File: src/hdl/bbo_pkg.sv
package bbo_pkg;

    localparam int EXCH_COUNT = 32;
    localparam int EXCH_W     = 5;
    localparam int CNT_W      = 6;
    localparam int PRICE_W    = 32;
    localparam int QTY_W      = 32;
    localparam int COND_W     = 8;

    localparam int S_TDATA_W  = 144;
    localparam int M_TDATA_W  = 160;

    localparam logic [2:0] CMD_NONE  = 3'd0;
    localparam logic [2:0] CMD_LOAD  = 3'd1;
    localparam logic [2:0] CMD_OFFER = 3'd2;
    localparam logic [2:0] CMD_START = 3'd3;
    localparam logic [2:0] CMD_CLEAR = 3'd4;

    typedef struct packed {
        logic [PRICE_W-1:0] bid;
        logic [PRICE_W-1:0] ask;
        logic [QTY_W-1:0]   bid_qty;
        logic [QTY_W-1:0]   ask_qty;
        logic [COND_W-1:0]  cond;
    } quote_rec_t;

    typedef struct packed {
        logic [2:0]         op;
        logic [EXCH_W-1:0]  idx;
        logic [PRICE_W-1:0] price;
        logic [QTY_W-1:0]   qty;
        logic [COND_W-1:0]  cond;
    } side_cmd_t;

    typedef struct packed {
        logic [EXCH_W-1:0]  slot;
        logic [PRICE_W-1:0] price;
        logic [QTY_W-1:0]   qty;
        logic [COND_W-1:0]  cond;
        logic               worse;
    } side_stat_t;

endpackage

File: src/hdl/bbo_quote_ram.sv
module bbo_quote_ram
    import bbo_pkg::*;
(
    input  logic              aclk,
    input  logic              we,
    input  logic [EXCH_W-1:0] waddr,
    input  quote_rec_t        wdata,
    input  logic [EXCH_W-1:0] raddr,
    output quote_rec_t        rdata
);

    quote_rec_t mem [EXCH_COUNT];
    quote_rec_t rdata_reg;

    always_ff @(posedge aclk) begin
        if (we) begin
            mem[waddr] <= wdata;
        end
        rdata_reg <= mem[raddr];
    end

    assign rdata = rdata_reg;

endmodule

File: src/hdl/bbo_side_unit.sv
module bbo_side_unit
    import bbo_pkg::*;
(
    input  logic       aclk,
    input  logic       aresetn,
    input  logic       is_ask,
    input  side_cmd_t  cmd,
    output side_stat_t stat
);

    logic [EXCH_W-1:0]  slot_reg;
    logic [PRICE_W-1:0] price_reg;
    logic [QTY_W-1:0]   qty_reg;
    logic [COND_W-1:0]  cond_reg;
    logic               have_reg;
    logic               better;
    logic               worse;
    logic               take;

    // one comparator pair serves both incremental updates and the rescan
    assign better = is_ask ? (cmd.price < price_reg) : (cmd.price > price_reg);
    assign worse  = (cmd.idx == slot_reg) &&
                    (is_ask ? (cmd.price > price_reg) : (cmd.price < price_reg));

    always_comb begin
        case (cmd.op)
            CMD_LOAD:  take = 1'b1;
            CMD_OFFER: take = !have_reg || better;
            default:   take = 1'b0;
        endcase
    end

    always_ff @(posedge aclk) begin
        if (!aresetn) begin
            slot_reg <= '0;
            have_reg <= 1'b0;
        end else if (take) begin
            slot_reg <= cmd.idx;
            have_reg <= 1'b1;
        end else if (cmd.op == CMD_START) begin
            have_reg <= 1'b0;
        end else if (cmd.op == CMD_CLEAR) begin
            slot_reg <= '0;
            have_reg <= 1'b0;
        end
    end

    always_ff @(posedge aclk) begin
        if (take) begin
            price_reg <= cmd.price;
            qty_reg   <= cmd.qty;
            cond_reg  <= cmd.cond;
        end
    end

    assign stat.slot  = slot_reg;
    assign stat.price = price_reg;
    assign stat.qty   = qty_reg;
    assign stat.cond  = cond_reg;
    assign stat.worse = worse;

endmodule

File: src/hdl/best_bid_offer_tracker.sv
// path: clears and ineligible quotes go from idle to emit, incremental quotes
//   go through the update state, plus the scan state when a best holder worsens
// pacing: one transaction at a time, and a stalled result holds off the next; the
//   rescan reads the quote memory once per exchange through its single read port
// reset: synchronous active-low aresetn empties the book and drops any pending result
module best_bid_offer_tracker
    import bbo_pkg::*;
(
    input  logic                 aclk,
    input  logic                 aresetn,
    input  logic                 s_tvalid,
    output logic                 s_tready,
    // exchange, bid_price, ask_price, bid_quantity, ask_quantity, quote_condition
    input  logic [S_TDATA_W-1:0] s_tdata,
    // operation, eligible
    input  logic [1:0]           s_tuser,
    output logic                 m_tvalid,
    input  logic                 m_tready,
    // bid price, bid exchange, bid quantity, bid condition,
    // ask price, ask exchange, ask quantity, ask condition
    output logic [M_TDATA_W-1:0] m_tdata,
    // book_valid
    output logic [0:0]           m_tuser
);

    localparam logic [1:0] ST_IDLE = 2'd0;
    localparam logic [1:0] ST_UPD  = 2'd1;
    localparam logic [1:0] ST_SCAN = 2'd2;
    localparam logic [1:0] ST_EMIT = 2'd3;

    logic [1:0]            state_reg;
    logic [EXCH_COUNT-1:0] present_reg;
    logic                  nonempty_reg;
    logic [EXCH_W-1:0]     in_exch_reg;
    quote_rec_t            in_rec_reg;
    logic                  scan_bid_reg;
    logic                  scan_ask_reg;
    logic [CNT_W-1:0]      cnt_reg;
    logic                  rd_vld_reg;
    logic [EXCH_W-1:0]     rd_idx_reg;
    logic                  m_valid_reg;
    logic                  m_book_reg;
    logic [M_TDATA_W-1:0]  m_data_reg;

    logic                  s_fire;
    logic                  s_clear;
    logic                  s_quote;
    logic [EXCH_W-1:0]     s_exch;
    quote_rec_t            s_rec;
    quote_rec_t            rd_rec;
    logic                  scan_issue;
    logic                  scan_hit;
    side_cmd_t             bid_cmd;
    side_cmd_t             ask_cmd;
    side_stat_t            bid_stat;
    side_stat_t            ask_stat;
    logic                  emit_ok;

    assign s_tready = (state_reg == ST_IDLE);
    assign s_fire   = s_tvalid && s_tready;
    assign s_clear  = s_fire && s_tuser[0];
    assign s_quote  = s_fire && !s_tuser[0] && s_tuser[1];

    assign s_exch        = s_tdata[4:0];
    assign s_rec.bid     = s_tdata[36:5];
    assign s_rec.ask     = s_tdata[68:37];
    assign s_rec.bid_qty = s_tdata[100:69];
    assign s_rec.ask_qty = s_tdata[132:101];
    assign s_rec.cond    = s_tdata[140:133];

    assign scan_issue = (state_reg == ST_SCAN) && (cnt_reg != CNT_W'(EXCH_COUNT));
    assign scan_hit   = rd_vld_reg && present_reg[rd_idx_reg];

    bbo_quote_ram u_ram (
        .aclk  (aclk),
        .we    (s_quote),
        .waddr (s_exch),
        .wdata (s_rec),
        .raddr (cnt_reg[EXCH_W-1:0]),
        .rdata (rd_rec)
    );

    always_comb begin
        bid_cmd = '{op: CMD_NONE, idx: in_exch_reg, price: in_rec_reg.bid,
                    qty: in_rec_reg.bid_qty, cond: in_rec_reg.cond};
        ask_cmd = '{op: CMD_NONE, idx: in_exch_reg, price: in_rec_reg.ask,
                    qty: in_rec_reg.ask_qty, cond: in_rec_reg.cond};
        case (state_reg)
            ST_IDLE: begin
                if (s_clear) begin
                    bid_cmd.op = CMD_CLEAR;
                    ask_cmd.op = CMD_CLEAR;
                end
            end
            ST_UPD: begin
                if (!nonempty_reg) begin
                    bid_cmd.op = CMD_LOAD;
                    ask_cmd.op = CMD_LOAD;
                end else begin
                    if (bid_stat.worse) begin
                        bid_cmd.op = CMD_START;
                    end else if (in_exch_reg == bid_stat.slot) begin
                        bid_cmd.op = CMD_LOAD;
                    end else begin
                        bid_cmd.op = CMD_OFFER;
                    end
                    if (ask_stat.worse) begin
                        ask_cmd.op = CMD_START;
                    end else if (in_exch_reg == ask_stat.slot) begin
                        ask_cmd.op = CMD_LOAD;
                    end else begin
                        ask_cmd.op = CMD_OFFER;
                    end
                end
            end
            ST_SCAN: begin
                bid_cmd = '{op: CMD_NONE, idx: rd_idx_reg, price: rd_rec.bid,
                            qty: rd_rec.bid_qty, cond: rd_rec.cond};
                ask_cmd = '{op: CMD_NONE, idx: rd_idx_reg, price: rd_rec.ask,
                            qty: rd_rec.ask_qty, cond: rd_rec.cond};
                if (scan_hit && scan_bid_reg) begin
                    bid_cmd.op = CMD_OFFER;
                end
                if (scan_hit && scan_ask_reg) begin
                    ask_cmd.op = CMD_OFFER;
                end
            end
            default: begin
            end
        endcase
    end

    bbo_side_unit u_bid (
        .aclk    (aclk),
        .aresetn (aresetn),
        .is_ask  (1'b0),
        .cmd     (bid_cmd),
        .stat    (bid_stat)
    );

    bbo_side_unit u_ask (
        .aclk    (aclk),
        .aresetn (aresetn),
        .is_ask  (1'b1),
        .cmd     (ask_cmd),
        .stat    (ask_stat)
    );

    assign emit_ok = (state_reg == ST_EMIT) && (!m_valid_reg || m_tready);

    always_ff @(posedge aclk) begin
        if (!aresetn) begin
            state_reg    <= ST_IDLE;
            present_reg  <= '0;
            nonempty_reg <= 1'b0;
            scan_bid_reg <= 1'b0;
            scan_ask_reg <= 1'b0;
            cnt_reg      <= '0;
            rd_vld_reg   <= 1'b0;
            m_valid_reg  <= 1'b0;
        end else begin
            rd_vld_reg <= scan_issue;
            if (emit_ok) begin
                m_valid_reg <= 1'b1;
            end else if (m_tready) begin
                m_valid_reg <= 1'b0;
            end
            case (state_reg)
                ST_IDLE: begin
                    if (s_clear) begin
                        present_reg  <= '0;
                        nonempty_reg <= 1'b0;
                        state_reg    <= ST_EMIT;
                    end else if (s_quote) begin
                        present_reg[s_exch] <= 1'b1;
                        state_reg           <= ST_UPD;
                    end else if (s_fire) begin
                        state_reg <= ST_EMIT;
                    end
                end
                ST_UPD: begin
                    nonempty_reg <= 1'b1;
                    cnt_reg      <= '0;
                    scan_bid_reg <= nonempty_reg && bid_stat.worse;
                    scan_ask_reg <= nonempty_reg && ask_stat.worse;
                    if (nonempty_reg && (bid_stat.worse || ask_stat.worse)) begin
                        state_reg <= ST_SCAN;
                    end else begin
                        state_reg <= ST_EMIT;
                    end
                end
                ST_SCAN: begin
                    if (scan_issue) begin
                        cnt_reg <= cnt_reg + CNT_W'(1);
                    end else if (!rd_vld_reg) begin
                        state_reg <= ST_EMIT;
                    end
                end
                ST_EMIT: begin
                    if (emit_ok) begin
                        state_reg <= ST_IDLE;
                    end
                end
                default: begin
                    state_reg <= ST_IDLE;
                end
            endcase
        end
    end

    always_ff @(posedge aclk) begin
        if (scan_issue) begin
            rd_idx_reg <= cnt_reg[EXCH_W-1:0];
        end
        if (state_reg == ST_IDLE && s_fire) begin
            in_exch_reg <= s_exch;
            in_rec_reg  <= s_rec;
        end
        if (emit_ok) begin
            m_book_reg <= nonempty_reg;
            if (nonempty_reg) begin
                m_data_reg <= {6'd0, ask_stat.cond, ask_stat.qty, ask_stat.slot,
                               ask_stat.price, bid_stat.cond, bid_stat.qty,
                               bid_stat.slot, bid_stat.price};
            end else begin
                m_data_reg <= '0;
            end
        end
    end

    assign m_tvalid   = m_valid_reg;
    assign m_tdata    = m_data_reg;
    assign m_tuser[0] = m_book_reg;

endmodule

File: config.mk
export PLATFORM = sky130hd
export DESIGN_NAME = best_bid_offer_tracker
export DESIGN_NICKNAME = d
export VERILOG_FILES = /design/src/hdl/bbo_pkg.sv /design/src/hdl/bbo_quote_ram.sv /design/src/hdl/bbo_side_unit.sv /design/src/hdl/best_bid_offer_tracker.sv
export SDC_FILE = /design/constraint.sdc
export NUM_CORES = 2
export LEC_CHECK = 0
export BUFFER_PORTS_ARGS = -buffer_cell sky130_fd_sc_hd__buf_2
export CORE_MARGIN = 1.5
export CORE_UTILIZATION = 40
export DETAILED_ROUTE_END_ITERATION = 10
export GPL_ROUTABILITY_DRIVEN = 0
export GPL_TIMING_DRIVEN = 0
export SLEW_MARGIN = 20
export SYNTH_ARGS = -nofsm -noshare
export SYNTH_HDL_FRONTEND = slang
export SYNTH_HIERARCHICAL = 1
export SYNTH_MEMORY_MAX_BITS = 65536
export SYNTH_SLANG_ARGS = --single-unit
File: constraint.sdc
create_clock -name aclk -period 20 [get_ports aclk]
set_clock_uncertainty 0.15 [all_clocks]
set_input_delay 0 -clock aclk [delete_from_list [all_inputs] [get_ports aclk]]
set_output_delay 0 -clock aclk [all_outputs]
set_load 0.05 [all_outputs]
==> results.json <==
{
  "die_y_um": 685.0,
  "grt_setup_unrepaired": "false",
  "hold_class": "in -> reg",
  "async_flop_share": 0,
  "die_x_um": 685.0,
  "vias": 95220,
  "cp.required_ns": 20.55,
  "leakage_uw": 0.07005,
  "worst_slew_pin_slew_ns": 1.238,
  "synth_flop_cell": "edfxtp_1",
  "grt_pass1_wl_mm": 751.0,
  "hold_viol": 106,
  "max_freq_mhz": 122.4,
  "ant_nets": 0,
  "critPathLaunchType": "flip-flop",
  "grt_max_degree": 49,
  "yosysTopAreaCell": "edfxtp_1",
  "vdd_drop_max_v": 0.0001105,
  "htree_levels": 6,
  "period_share": 0.4084,
  "max_flop_register": "u_ram/mem",
  "criticalPathCategory": "reg -> reg",
  "cts_buffer_depth": 4,
  "start_util": 0.4017,
  "grt_usage": 0.2275,
  "io_buffer_count": 303,
  "cp.arrival_ns": 8.71,
  "area_growth_pct": 20.12,
  "finalNetCount": 10060,
  "cts.repair.resized": 0,
  "numCtsBuffers": 524,
  "syn_avg_cell_area_um2": 22.30,
  "finalMaxSlewViolations": 0,
  "synth_edf_count": 4797,
  "synth_warnings": 6,
  "clk_pin_slew_ns": 0.06,
  "drcViolationCount": 0,
  "grt_pass1_vias": 95520,
  "ys_seq_area_frac": 0.7949,
  "path_max_fanout": 37,
  "powerDensity_nw_per_um2": 113.7,
  "setup_viol": 0,
  "nFillCells": 36940,
  "clock-sinks": 4990,
  "setup_tns_ns": 0,
  "drive_above_1_share": 0.2820,
  "synth_area_um2": 186100,
  "crit_path_end_kind": "flip-flop",
  "drtIter0Drc": 11620,
  "insertion_delay_ns": 1.06,
  "largest_reg_flops": 4352,
  "cap_violations": 0,
  "routed_wl_mm": 544.4,
  "antenna_found_initial": 71,
  "postSynthCellCount": 8343,
  "relSlewSlack": 0.1750,
  "clockRootBuffer": "clkbuf_16",
  "synth_cell_types": 59,
  "fin_cells": 16470,
  "io_pins": 313,
  "synthTopCellsByArea": "edfxtp_1 77%, mux4_2 11%, dfxtp_1 2.1%",
  "rows": 250,
  "whs_ns": -0.03022,
  "dpl.hpwl_mm": 368.3,
  "via_per_inst": 5.780,
  "grt_overflow_total": 0,
  "violations": "hold timing",
  "status": "finished, violations left",
  "post_drt_wl_per_cell_um": 33.04,
  "ys_ff_latch": 4990,
  "coreArea_um2": 463300,
  "min_period_ns": 8.168,
  "die_area_um2": 469300,
  "yosysTopAreaCellShare": 0.7742,
  "cts_tree": "yes",
  "first_pass_iters": 6,
  "post_cts_buffers": 0,
  "place_inst": 15160
}
cell usage in the layout, fill, tap and decap left out, types with 55 or more instances in the layout:
master	netlist	final
a22oi_1	216	216
o22ai_1	402	402
ha_1	72	72
nor4_1	104	104
mux2_2	142	142
a21oi_1	55	55
edfxtp_1	4797	4797
clkbuf_16	0	540
mux4_2	947	947
buf_6	55	55
buf_12	1	228
nand3_1	93	93
dlygate4sd3_1	0	237
buf_2	128	511
dfxtp_1	193	193
and2_1	159	158
clkbuf_1	147	258
inv_1	87	85
buf_16	0	119
clkinv_2	0	58
mux2i_1	311	311
clkinv_1	0	66
kinds of logic (layout without fill, tap and decap cells):
family,after synthesis,after routing,synth area share
mux,1402,1402,0.1402
other cells,2,50,0.00004036
compound gates,734,734,0.02629
simple gates,598,598,0.01781
fa+ha+maj,72,72,0.004841
flops,4990,4990,0.7949
buf+inv,520,2429,0.01469
xor+xnor,25,25,0.001177
layout make-up:
class	count	area, um^2	area share
Clock inverter	237	2586	0.01157
Multi-Input combinational cell	2843	35740	0.1599
Timing Repair Buffer	957	12090	0.05411
Inverter	87	339.1	0.001517
Buffer	433	2469	0.01104
Clock buffer	715	14550	0.06510
Tap cell	6174	7725	0.03456
Antenna cell	38	95.09	0.0004254
Sequential cell	4990	147900	0.6618
critical path: stages, from the launching register on:
cell and delay [ns]:
dfxtp_1 0.36, inv_1 0.15, ha_1 0.19, buf_2 0.31
clkbuf_2 0.50, buf_16 0.23, clkbuf_2 0.39, buf_12 0.24
mux2_2 0.50, ha_1 0.36, nand4_1 0.17, nor4_1 0.83
o31a_1 0.78, o211ai_1 0.25, a2111oi_2 0.36, buf_4 0.18
inv_1 0.04, a31oi_1 0.35, xnor2_1 0.14, nor2_1 0.18
o21ai_4 0.21, inv_6 0.36, buf_16 0.26
Yosys cell counts, types with 12 or more instances:
cell type / n
edfxtp_1: 4797
mux4_2: 947
o22ai_1: 402
mux2i_1: 311
a22oi_1: 216
dfxtp_1: 193
and2_1: 159
clkbuf_1: 147
mux2_2: 142
buf_2: 128
nor4_1: 104
nand3_1: 93
inv_1: 87
nor2_1: 87
ha_1: 72
a21oi_1: 55
buf_6: 55
buf_1: 54
nand4_1: 49
nand2_1: 48
buf_4: 45
o21ai_0: 16
nor3_1: 13
xor2_1: 13
xnor2_1: 12
worst paths after layout:
kind	cells after the start	slack, ns	from	end
min reg2reg	2	0.32	scan_bid_reg$_SDFFE_PN0P_	scan_bid_reg$_SDFFE_PN0P_
min	3	-0.03	s_tdata[132]	u_ram/mem[14][39]$_DFFE_PP_
max reg2reg	22	11.83	state_reg[0]$_SDFFE_PN0P_	u_ask/qty_reg[25]$_DFFE_PN_
max	22	11.83	state_reg[0]$_SDFFE_PN0P_	u_ask/qty_reg[25]$_DFFE_PN_
routing by layer:
metal,up-vias,track usage,wire length [um]
met4,14,0.07497,20060
met5,-,0,82
li1,38360,-,-
met2,4782,0.3723,264100
met1,51180,0.3065,211700
met3,879,0.04535,48360
metrics by stage:
step / setup slack (ns) / power (uW) / instance area (um^2) / util
final: 11.83 / 25410 / 223500 / 0.4825
after global routing: 11.56 / 26150 / 223500 / 0.4824
after global placement: -6.331 / 15810 / 195400 / 0.4217
after detailed placement: 11.92 / 15890 / 203200 / 0.4386
after floorplan: 8.062 / 14340 / 186100 / -
after CTS: 11.88 / 25620 / 223700 / 0.4829
timing repair:
item / in CTS / in global routing
hold buffers: 319 / 4
hold endpoints to repair: 5448 / 45
setup endpoints to repair: 0 / 0
where the power goes:
group / switching, uW / internal (uW)
sequential: 127 / 11900
combinational: 2250 / 1420
clock: 4050 / 5660
total: 6430 / 19000
Note: power is estimated with default switching activity, not from simulation.
